## config.mk

```make
export PLATFORM = sky130hd
export DESIGN_NAME = temperature_scaled_zone_sequencer
export DESIGN_NICKNAME = d
export VERILOG_FILES = /design/src/rtl/tszs_pkg.sv /design/src/rtl/temperature_scaled_zone_sequencer.sv /design/src/rtl/tszs_hist.sv /design/src/rtl/tszs_seq.sv
export SDC_FILE = /design/constraint.sdc
export NUM_CORES = 2
export LEC_CHECK = 0
export BUFFER_PORTS_ARGS = -buffer_cell sky130_fd_sc_hd__buf_2
export CAP_MARGIN = 20
export CORE_MARGIN = 2
export CORE_UTILIZATION = 43
export CTS_CLUSTER_DIAMETER = 100
export CTS_CLUSTER_SIZE = 16
export DETAILED_ROUTE_END_ITERATION = 16
export HOLD_SLACK_MARGIN = 0.05
export PLACE_DENSITY = 0.65
export SLEW_MARGIN = 20
export SYNTH_ARGS = -nofsm -noshare
export SYNTH_HDL_FRONTEND = slang
export SYNTH_SLANG_ARGS = --single-unit
```

## constraint.sdc

```tcl
create_clock -name clk -period 17.8 [get_ports clk]
set_input_delay 1.78 -clock clk [delete_from_list [all_inputs] [get_ports clk]]
set_output_delay 1.78 -clock clk [all_outputs]
set_load 0.01 [all_outputs]
```

## src/rtl/tszs_pkg.sv

```systemverilog
// Shared types and constants for the temperature scaled zone sequencer.
// No dependencies; imported by every module of the block.

package tszs_pkg;

	localparam int ZONES_DEF      = 4;
	localparam int HIST_DEPTH_DEF = 24;

	localparam int TEMP_W     = 9;
	localparam int HOUR_W     = 5;
	localparam int MINUTE_W   = 6;
	localparam int SECOND_W   = 6;
	localparam int MS_W       = 32;
	localparam int RT_W       = 12;
	localparam int MPS_W      = 13;
	localparam int RUNMIN_W   = 17;
	localparam int PCT_W      = 10;
	localparam int MASK_W     = 4;
	localparam int CFG_IDX_W  = 3;
	localparam int CFG_DATA_W = 12;

	localparam int MEAN_BIAS    = 40;
	localparam int MPS_GAIN     = 54;
	localparam int MPS_OFFSET   = 300;
	localparam int MPS_MAX      = 8191;
	localparam int MS_PER_MIN   = 60000;
	localparam int PCT_RECIP    = 6554;   // 2^16 / 10, rounded up
	localparam int PCT_RECIP_W  = 13;
	localparam int PCT_SHIFT    = 16;

	// ms / 60000 = (ms >> 5) / 1875; ceil(2^38 / 1875), exact for 27-bit dividends
	localparam int MIN_PRE_SHIFT = 5;
	localparam int MIN_RECIP     = 146601551;
	localparam int MIN_RECIP_W   = 28;
	localparam int MIN_SHIFT     = 38;

	localparam logic [CFG_IDX_W-1:0] CFG_CYC_OFF    = 3'd0;
	localparam logic [CFG_IDX_W-1:0] CFG_START_HOUR = 3'd1;
	localparam logic [CFG_IDX_W-1:0] CFG_START_MIN  = 3'd2;
	localparam logic [CFG_IDX_W-1:0] CFG_RT0        = 3'd3;

	typedef struct packed {
		logic [HOUR_W-1:0]   hour;
		logic [MINUTE_W-1:0] minute;
		logic [SECOND_W-1:0] second;
		logic [MS_W-1:0]     ms_now;
	} tick_t;

	typedef struct packed {
		logic                cyc_off;
		logic [HOUR_W-1:0]   start_hour;
		logic [MINUTE_W-1:0] start_minute;
	} seq_cfg_t;

	typedef struct packed {
		logic [MASK_W-1:0]   relay_mask;
		logic                zone_started;
		logic                cycle_done;
		logic [RUNMIN_W-1:0] run_minutes;
		logic [PCT_W-1:0]    scale_percent;
		logic                cycle_active;
	} seq_res_t;

endpackage

```

## src/rtl/temperature_scaled_zone_sequencer.sv

```systemverilog
// Top level of the temperature scaled zone sequencer: handshakes, config
// registers, item control. Depends on tszs_pkg, tszs_hist, tszs_seq.
//
// Usage: one input item per time tick (hour, minute, second, ms_now, temp_f)
// on a valid/ready channel; exactly one result item per tick on a valid/ready
// output channel, in order. Config registers are written through cfg_we,
// cfg_index and cfg_data; the user must do so only while the block is idle,
// which the block itself does not enforce. Unknown indexes are ignored.
// Items are worked one at a time; the next item can be taken as soon as the
// result is in the output register. A tick that stores an hourly sample adds
// the history update and the mean, one quotient bit per cycle. A running
// cycle adds a multiply and an accumulate step per zone scanned through the
// shared multiplier, and the tick that ends the cycle adds the minute count.
// The result sits in an output register; a new item is taken while it waits,
// and the next result is held back until the receiver takes the pending one.
// Reset clears all control state, the config registers to their defaults and
// the history count; history memory entries are never read before written.

module temperature_scaled_zone_sequencer import tszs_pkg::*; #(
	parameter int ZONES         = ZONES_DEF,
	parameter int HISTORY_DEPTH = HIST_DEPTH_DEF
) (
	input  logic                        clk,
	input  logic                        arst_n,
	input  logic                        in_valid,
	output logic                        in_ready,
	input  logic [HOUR_W-1:0]           clock_hour,
	input  logic [MINUTE_W-1:0]         clock_minute,
	input  logic [SECOND_W-1:0]         clock_second,
	input  logic [MS_W-1:0]             ms_now,
	input  logic signed [TEMP_W-1:0]    temp_f,
	output logic                        out_valid,
	input  logic                        out_ready,
	output logic [MASK_W-1:0]           relay_mask,
	output logic                        zone_started,
	output logic                        cycle_done,
	output logic [RUNMIN_W-1:0]         run_minutes,
	output logic [PCT_W-1:0]            scale_percent,
	output logic signed [TEMP_W-1:0]    average_temp,
	output logic                        cycle_active,
	input  logic                        cfg_we,
	input  logic [CFG_IDX_W-1:0]        cfg_index,
	input  logic [CFG_DATA_W-1:0]       cfg_data
);

	localparam int ZI_W = (ZONES > 1) ? $clog2(ZONES) : 1;

	typedef enum logic [3:0] {
		T_IDLE = 4'b0001,
		T_HIST = 4'b0010,
		T_SEQ  = 4'b0100,
		T_OUT  = 4'b1000
	} top_state_t;

	top_state_t                 state_q;
	tick_t                      tick_q;
	logic signed [TEMP_W-1:0]   temp_q;
	logic                       hist_start_q;
	seq_cfg_t                   cfg_q;
	logic [ZONES-1:0][RT_W-1:0] runtime_q;
	logic                       hist_done;
	logic signed [TEMP_W-1:0]   mean;
	logic                       seq_done;
	seq_res_t                   seq_res;
	seq_res_t                   out_q;
	logic signed [TEMP_W-1:0]   avg_q;
	logic                       out_valid_q;
	logic                       accept;
	logic                       load;

	assign in_ready = (state_q == T_IDLE);
	assign accept   = in_valid && in_ready;
	assign load     = (state_q == T_OUT) && (!out_valid_q || out_ready);

	always_ff @(posedge clk or negedge arst_n) begin
		if (!arst_n) begin
			cfg_q.cyc_off      <= 1'b0;
			cfg_q.start_hour   <= HOUR_W'(6);
			cfg_q.start_minute <= '0;
			runtime_q          <= '0;
		end else if (cfg_we) begin
			case (cfg_index) inside
				CFG_CYC_OFF:    cfg_q.cyc_off      <= cfg_data[0];
				CFG_START_HOUR: cfg_q.start_hour   <= cfg_data[HOUR_W-1:0];
				CFG_START_MIN:  cfg_q.start_minute <= cfg_data[MINUTE_W-1:0];
				[CFG_RT0 : CFG_RT0 + CFG_IDX_W'(ZONES - 1)]:
					runtime_q[ZI_W'(cfg_index - CFG_RT0)] <= cfg_data[RT_W-1:0];
				default: ;
			endcase
		end
	end

	always_ff @(posedge clk) begin
		if (accept) begin
			tick_q.hour   <= clock_hour;
			tick_q.minute <= clock_minute;
			tick_q.second <= clock_second;
			tick_q.ms_now <= ms_now;
			temp_q        <= temp_f;
		end
		if (load) begin
			out_q <= seq_res;
			avg_q <= mean;
		end
	end

	always_ff @(posedge clk or negedge arst_n) begin
		if (!arst_n) begin
			state_q      <= T_IDLE;
			hist_start_q <= 1'b0;
			out_valid_q  <= 1'b0;
		end else begin
			hist_start_q <= accept;
			if (load) begin
				out_valid_q <= 1'b1;
			end else if (out_ready) begin
				out_valid_q <= 1'b0;
			end
			case (state_q)
				T_IDLE: if (accept)    state_q <= T_HIST;
				T_HIST: if (hist_done) state_q <= T_SEQ;
				T_SEQ:  if (seq_done)  state_q <= T_OUT;
				T_OUT:  if (load)      state_q <= T_IDLE;
				default: state_q <= T_IDLE;
			endcase
		end
	end

	tszs_hist #(
		.HISTORY_DEPTH(HISTORY_DEPTH)
	) u_hist (
		.clk    (clk),
		.arst_n (arst_n),
		.start  (hist_start_q),
		.minute (tick_q.minute),
		.second (tick_q.second),
		.temp   (temp_q),
		.done   (hist_done),
		.mean   (mean)
	);

	tszs_seq #(
		.ZONES(ZONES)
	) u_seq (
		.clk     (clk),
		.arst_n  (arst_n),
		.start   (hist_done),
		.tick    (tick_q),
		.mean    (mean),
		.cfg     (cfg_q),
		.runtime (runtime_q),
		.done    (seq_done),
		.res     (seq_res)
	);

	assign out_valid     = out_valid_q;
	assign relay_mask    = out_q.relay_mask;
	assign zone_started  = out_q.zone_started;
	assign cycle_done    = out_q.cycle_done;
	assign run_minutes   = out_q.run_minutes;
	assign scale_percent = out_q.scale_percent;
	assign cycle_active  = out_q.cycle_active;
	assign average_temp  = avg_q;

endmodule

```

## src/rtl/tszs_hist.sv

```systemverilog
// Hourly temperature history: sample memory, running sum and a serial
// divider for the truncated mean. Depends on tszs_pkg.

module tszs_hist import tszs_pkg::*; #(
	parameter int HISTORY_DEPTH = HIST_DEPTH_DEF
) (
	input  logic                     clk,
	input  logic                     arst_n,
	input  logic                     start,
	input  logic [MINUTE_W-1:0]      minute,
	input  logic [SECOND_W-1:0]      second,
	input  logic signed [TEMP_W-1:0] temp,
	output logic                     done,
	output logic signed [TEMP_W-1:0] mean
);

	localparam int SUM_W  = $clog2(HISTORY_DEPTH) + TEMP_W;
	localparam int CNT_W  = $clog2(HISTORY_DEPTH + 1);
	localparam int SLOT_W = (HISTORY_DEPTH > 1) ? $clog2(HISTORY_DEPTH) : 1;
	localparam int IT_W   = $clog2(SUM_W);

	typedef enum logic [2:0] {
		H_IDLE = 3'b001,
		H_UPD  = 3'b010,
		H_DIV  = 3'b100
	} hist_state_t;

	hist_state_t              state_q;
	logic signed [TEMP_W-1:0] mem [HISTORY_DEPTH];
	logic signed [TEMP_W-1:0] rd_q;
	logic                     wr_en;
	logic [CNT_W-1:0]         count_q;
	logic [SLOT_W-1:0]        slot_q;
	logic signed [SUM_W-1:0]  sum_q;
	logic signed [SUM_W-1:0]  new_sum;
	logic signed [TEMP_W-1:0] mean_q;
	logic                     sampled_q;
	logic                     done_q;
	logic                     neg_q;
	logic [SUM_W-1:0]         quo_q;
	logic [CNT_W-1:0]         rem_q;
	logic [IT_W-1:0]          it_q;
	logic [CNT_W:0]           trial;
	logic                     ge;
	logic [SUM_W-1:0]         quo_nx;
	logic                     full;
	logic                     take;

	assign full    = (count_q == CNT_W'(HISTORY_DEPTH));
	assign take    = (minute == '0) && (second == '0) && !sampled_q;
	assign wr_en   = (state_q == H_UPD);
	assign new_sum = sum_q - (full ? SUM_W'(rd_q) : '0) + SUM_W'(temp);
	assign trial   = {rem_q, quo_q[SUM_W-1]};
	assign ge      = (trial >= {1'b0, count_q});
	assign quo_nx  = {quo_q[SUM_W-2:0], ge};

	always_ff @(posedge clk) begin
		if (wr_en) begin
			mem[slot_q] <= temp;
		end
		rd_q <= mem[slot_q];
	end

	always_ff @(posedge clk or negedge arst_n) begin
		if (!arst_n) begin
			state_q   <= H_IDLE;
			count_q   <= '0;
			slot_q    <= '0;
			sum_q     <= '0;
			mean_q    <= '0;
			sampled_q <= 1'b0;
			done_q    <= 1'b0;
			neg_q     <= 1'b0;
			quo_q     <= '0;
			rem_q     <= '0;
			it_q      <= '0;
		end else begin
			done_q <= 1'b0;
			case (state_q)
				H_IDLE: begin
					if (start) begin
						if (take) begin
							sampled_q <= 1'b1;
							state_q   <= H_UPD;
						end else begin
							if ((minute == '0) && (second != '0)) begin
								sampled_q <= 1'b0;
							end
							done_q <= 1'b1;
						end
					end
				end
				H_UPD: begin
					if (!full) begin
						count_q <= count_q + 1'b1;
					end
					slot_q <= (slot_q == SLOT_W'(HISTORY_DEPTH - 1)) ? '0 : slot_q + 1'b1;
					sum_q  <= new_sum;
					neg_q  <= new_sum[SUM_W-1];
					quo_q  <= new_sum[SUM_W-1] ? SUM_W'(-new_sum) : SUM_W'(new_sum);
					rem_q  <= '0;
					it_q   <= '0;
					state_q <= H_DIV;
				end
				H_DIV: begin
					rem_q <= ge ? CNT_W'(trial - {1'b0, count_q}) : trial[CNT_W-1:0];
					quo_q <= quo_nx;
					it_q  <= it_q + 1'b1;
					if (it_q == IT_W'(SUM_W - 1)) begin
						mean_q  <= neg_q ? -quo_nx[TEMP_W-1:0] : quo_nx[TEMP_W-1:0];
						done_q  <= 1'b1;
						state_q <= H_IDLE;
					end
				end
				default: state_q <= H_IDLE;
			endcase
		end
	end

	assign done = done_q;
	assign mean = mean_q;

endmodule

```

## src/rtl/tszs_seq.sv

```systemverilog
// Watering sequencer: cycle start, zone window scan with a shared multiplier,
// reciprocal multiply of the elapsed time into minutes. Depends on tszs_pkg.

module tszs_seq import tszs_pkg::*; #(
	parameter int ZONES = ZONES_DEF
) (
	input  logic                        clk,
	input  logic                        arst_n,
	input  logic                        start,
	input  tick_t                       tick,
	input  logic signed [TEMP_W-1:0]    mean,
	input  seq_cfg_t                    cfg,
	input  logic [ZONES-1:0][RT_W-1:0]  runtime,
	output logic                        done,
	output seq_res_t                    res
);

	localparam int ZI_W    = (ZONES > 1) ? $clog2(ZONES) : 1;
	localparam int PROD_W  = RT_W + MPS_W;
	localparam int BND_W   = PROD_W + ZI_W;
	localparam int MQ_W    = MS_W - MIN_PRE_SHIFT;
	localparam int MIN_PW  = MQ_W + MIN_RECIP_W;
	localparam int PCT_PW  = MPS_W + PCT_RECIP_W;

	typedef enum logic [3:0] {
		Q_IDLE = 4'b0001,
		Q_MUL  = 4'b0010,
		Q_ACC  = 4'b0100,
		Q_MIN  = 4'b1000
	} seq_state_t;

	seq_state_t          state_q;
	logic                running_q;
	logic [MS_W-1:0]     start_ms_q;
	logic [MPS_W-1:0]    mps_q;
	logic [ZONES-1:0]    valves_q;
	logic [MS_W-1:0]     elapsed_q;
	logic [ZI_W-1:0]     idx_q;
	logic [PROD_W-1:0]   prod_q;
	logic [BND_W-1:0]    bound_q;
	logic                done_q;
	seq_res_t            res_q;

	logic                hit;
	logic signed [15:0]  mext;
	logic signed [15:0]  mps_raw;
	logic [MPS_W-1:0]    mps_new;
	logic [BND_W-1:0]    bnd;
	logic [ZONES-1:0]    zone_bit;
	logic [ZONES-1:0]    mask_nx;
	logic [MIN_PW-1:0]   min_prod;
	logic [PCT_PW-1:0]   pct_prod;

	assign hit = (tick.hour == cfg.start_hour) && (tick.minute == cfg.start_minute) &&
		(tick.second == '0) && !running_q;

	always_comb begin
		mext    = 16'(mean);
		mps_raw = (mext - 16'(MEAN_BIAS)) * 16'(MPS_GAIN) + 16'(MPS_OFFSET);
		if (mps_raw < 0) begin
			mps_new = '0;
		end else if (mps_raw > 16'(MPS_MAX)) begin
			mps_new = MPS_W'(MPS_MAX);
		end else begin
			mps_new = mps_raw[MPS_W-1:0];
		end
	end

	assign bnd      = bound_q + BND_W'(prod_q);
	assign zone_bit = ZONES'(1) << idx_q;
	assign mask_nx  = valves_q[idx_q] ? valves_q : zone_bit;
	assign min_prod = MIN_PW'(elapsed_q[MS_W-1:MIN_PRE_SHIFT]) * MIN_PW'(MIN_RECIP);
	assign pct_prod = PCT_PW'(mps_q) * PCT_PW'(PCT_RECIP);

	always_ff @(posedge clk or negedge arst_n) begin
		if (!arst_n) begin
			state_q    <= Q_IDLE;
			running_q  <= 1'b0;
			start_ms_q <= '0;
			mps_q      <= '0;
			valves_q   <= '0;
			elapsed_q  <= '0;
			idx_q      <= '0;
			prod_q     <= '0;
			bound_q    <= '0;
			done_q     <= 1'b0;
			res_q      <= '0;
		end else begin
			done_q <= 1'b0;
			case (state_q)
				Q_IDLE: begin
					if (start) begin
						if (!cfg.cyc_off && (hit || running_q)) begin
							if (hit) begin
								valves_q   <= '0;
								start_ms_q <= tick.ms_now;
								mps_q      <= mps_new;
								running_q  <= 1'b1;
							end
							elapsed_q <= hit ? '0 : tick.ms_now - start_ms_q;
							idx_q     <= '0;
							bound_q   <= '0;
							state_q   <= Q_MUL;
						end else begin
							done_q              <= 1'b1;
							res_q               <= '0;
							res_q.relay_mask    <= MASK_W'(valves_q);
							res_q.cycle_active  <= running_q;
						end
					end
				end
				Q_MUL: begin
					prod_q  <= PROD_W'(runtime[idx_q]) * PROD_W'(mps_q);
					state_q <= Q_ACC;
				end
				Q_ACC: begin
					bound_q <= bnd;
					if (elapsed_q < MS_W'(bnd)) begin
						valves_q            <= mask_nx;
						done_q              <= 1'b1;
						res_q               <= '0;
						res_q.relay_mask    <= MASK_W'(mask_nx);
						res_q.zone_started  <= !valves_q[idx_q];
						res_q.cycle_active  <= 1'b1;
						state_q             <= Q_IDLE;
					end else if (idx_q == ZI_W'(ZONES - 1)) begin
						valves_q  <= '0;
						running_q <= 1'b0;
						state_q   <= Q_MIN;
					end else begin
						idx_q   <= idx_q + 1'b1;
						state_q <= Q_MUL;
					end
				end
				Q_MIN: begin
					done_q              <= 1'b1;
					res_q               <= '0;
					res_q.cycle_done    <= 1'b1;
					res_q.run_minutes   <= min_prod[MIN_SHIFT +: RUNMIN_W];
					res_q.scale_percent <= pct_prod[PCT_SHIFT +: PCT_W];
					state_q             <= Q_IDLE;
				end
				default: state_q <= Q_IDLE;
			endcase
		end
	end

	assign done = done_q;
	assign res  = res_q;

endmodule

```

==> metrics.yaml <==
synth.distinct_cells: 94
power_mw: 3.273
clk_path_buf_depth: 3
core_region_area_um2: 116000
area_delta_synth_final_pct: 7.781
cts_tree: "yes"
wl_per_cell_um: 19.81
gp_congestion: 1.005
synth_edf_count: 317
cts_made_buffers: 48
synth_top_family_by_area: "adder cells"
drtPass1Iterations: 8
status: "finished clean"
grt_pass1_wl_mm: 193.4
rsz0062_at_grt: "false"
drv_cap: 0
die_h_um: 345.9
htree_levels: 2
hold_class: "reg -> reg"
drive_gt1_share_pct: 9.719
syn_nets: 5625
dieWidth_um: 345.9
synth_area_per_cell_um2: 11.17
synth-compound-area-share_pct: 8.759
skew_ps: 46.87
hold_viol_final: 0
antenna_found_initial: 7
yosys.area_share.xor_xnor_pct: 2.959
ys_seq_elements: 628
crit_fanout: 9
syn_area_um2: 50270
synthCells: 4501
ctsResizeCount: 0
drtAntennaViolNets: 0
crit_path_frequent_cell: "fa_1"
clock.fmax_mhz: 137.1
cts_setup_buffers: 0
period_share_pct: 40.98
critical-path-max-stage-delay_ps: 740
ios: 123
drcViolationCount: 0
synth_adder_area_share_pct: 33.13
dp_hpwl_mm: 96.94
fin_util_pct: 46.69
worst-path-buf-inv: 6
grt_overflow_total: 0
dr.first_iter.drc_count: 2010
grt_max_degree: 158
setup_tns_ps: 0
ys.flop_type: "edfxtp_1"
clock-sinks: 628
clockRootBuffer: "clkbuf_16"
critPathKind: "reg -> reg"
ctsHoldBuffers: 0
std_cell_rows: 125
path_clk_slew_ps: 80
yosysWarnings: 0
synthMuxAreaShare_pct: 5.496
path_cells: "fa_1 -> inv_1 -> fa_1 -> inv_1 -> fa_1 -> inv_1 -> fa_1 -> fa_1 -> inv_1 -> fa_1 -> inv_1 -> fa_1 -> inv_1 -> ha_1 -> and3_1 -> and4_1 -> a211o_1 -> o311ai_2 -> o311ai_4 -> a221oi_2 -> o31ai_1 -> xnor2_1 -> o21ai_1"
cp.arrival_ps: 7830
port_buffers: 122
grt_pass1_vias: 33720
ir_worst_vdd_mv: 0.07950
slew_headroom_pct: 32.42
worstMarginPinSlew_ps: 1010
fin_nets: 5718
synthArstFlopShare_pct: 48.09
initial_core_util_pct: 43.32
ys_seq_area_share_pct: 34.34
via_per_inst: 5.257
crit_path_start_kind: "flip-flop"
yosys.area_share.simple_pct: 8.119
p_leak_nw: 25.43
fp.dieArea_um2: 119700
min_period_ps: 7294
cp_slowest_cell: "fa_1"
critPathTopFamily: "adder cells"
clk_latency_ps: 660
vias: 32370
fill_cells: 10820
setup_viol: 0
grt_use_total_pct: 20.78
slew_violations: 0
pwr_density_cell_nw_per_um2: 60.40
required_ps: 18340
wirelength_mm: 122.0
crit_path_end_kind: "flip-flop"
fin_hold_ws_ps: 448.8
## final timing paths
| kind | depth (start not counted) | from | slack, ps | to |
|---|---|---|---|---|
| hold / removal | 0 | u_seq.res[30] | 450 | relay_mask[0] |
| max in group asynchronous | 3 | arst_n | 14540 | u_seq.mps_q[12] |
| setup / recovery | 23 | u_seq.elapsed_q[23] | 10510 | u_seq.res[25] |
| min in group asynchronous | 1 | arst_n | 1100 | u_seq.elapsed_q[29] |
| setup reg to reg | 23 | u_seq.elapsed_q[23] | 10510 | u_seq.res[25] |
| hold reg to reg | 0 | u_seq.res[30] | 450 | relay_mask[0] |
## layout make-up
cell class	instances	area, um2	area share, %
Multi-Input combinational cell	2914	29450	54.35
Sequential cell	628	17270	31.87
Inverter	849	3187	5.882
Tap cell	1524	1907	3.519
Clock buffer	77	1340	2.473
Timing Repair Buffer	153	865.8	1.598
Clock inverter	9	160.2	0.2956
Antenna cell	2	5.005	0.009237
## through the flow
step           instances  instance area (um2)  setup slack, ps
4_1_cts             6154                54160            10520
3_5_place_dp        6068                52660            10550
5_1_grt             6156                54180            10160
3_3_place_gp        6068                52660            10650
2_1_floorplan       4501                50270            11090
6_report            6156                54180            10510
## routing by layer
| layer | global-route usage (%) | wire length, um | vias up |
|---|---|---|---|
| li1 | - | - | 15300 |
| met4 | 6.559 | 4186 | 0 |
| met1 | 28.28 | 54480 | 16220 |
| met2 | 33.92 | 56800 | 688 |
| met5 | 0 | 0 | - |
| met3 | 3.539 | 6502 | 152 |
## cell usage after synthesis (23+ instances only)
cell type | n | share of area [%]
nor2_1 | 130 | 0.97
edfxtp_1 | 317 | 19
and2_1 | 83 | 1.0
fa_1 | 475 | 19
xor2_1 | 81 | 1.4
dfrtp_1 | 297 | 15
nand3_1 | 63 | 0.63
mux2_2 | 106 | 2.4
nor3_1 | 42 | 0.42
a21oi_1 | 168 | 1.7
o21ai_1 | 26 | 0.26
o21bai_1 | 23 | 0.34
clkbuf_1 | 90 | 0.67
nand2b_1 | 27 | 0.34
xnor2_1 | 87 | 1.5
a22oi_1 | 25 | 0.37
a21o_1 | 83 | 1.2
nand4_1 | 30 | 0.37
o21ai_0 | 180 | 1.8
nor2b_1 | 24 | 0.30
ha_1 | 571 | 14
nand2_1 | 326 | 2.4
inv_1 | 846 | 6.3
mux4_2 | 67 | 3.0
## flip-flops by register name (all words and copies together), names as in the netlist, 12 cells and up
name / count
u_hist.quo_q: 14
u_seq.bound_q: 27
u_seq.prod_q: 25
tick_q: 49
u_seq.start_ms_q: 32
runtime_q: 48
cfg_q: 12
u_hist.mem: 216
u_seq.elapsed_q: 32
u_seq.res: 34
run_minutes: 17
u_seq.mps_q: 13
u_hist.sum_q: 13
## logic make-up after synthesis
kind of cell,count (synthesis)
compound gates,689
simple gates,831
xor+xnor,169
fa+ha+maj,1046
mux,179
buf+inv,959
flops,628
## layout by cell type, fill, tap and decap left out, types with 15 or more instances in the layout
cell type,count
inv_1,846
ha_1,571
fa_1,475
nand2_1,326
edfxtp_1,317
dfrtp_1,295
o21ai_0,180
a21oi_1,168
nor2_1,128
buf_2,121
mux2_2,106
xnor2_1,86
a21o_1,83
and2_1,82
xor2_1,81
mux4_2,67
nand3_1,63
clkbuf_16,48
nor3_1,40
nand4_1,30
buf_4,30
nand2b_1,27
clkbuf_1,26
o21ai_1,25
a22oi_1,25
nor2b_1,24
o21bai_1,23
o21a_1,20
o22ai_1,18
and3_1,17
o31ai_1,15
## power by group
part | internal [mW] | total (mW) | switching, mW
logic | 0.191 | 0.515 | 0.324
registers | 1.62 | 1.67 | 0.0519
clock network | 0.529 | 1.08 | 0.555
Power figures use the tool's default switching activity.
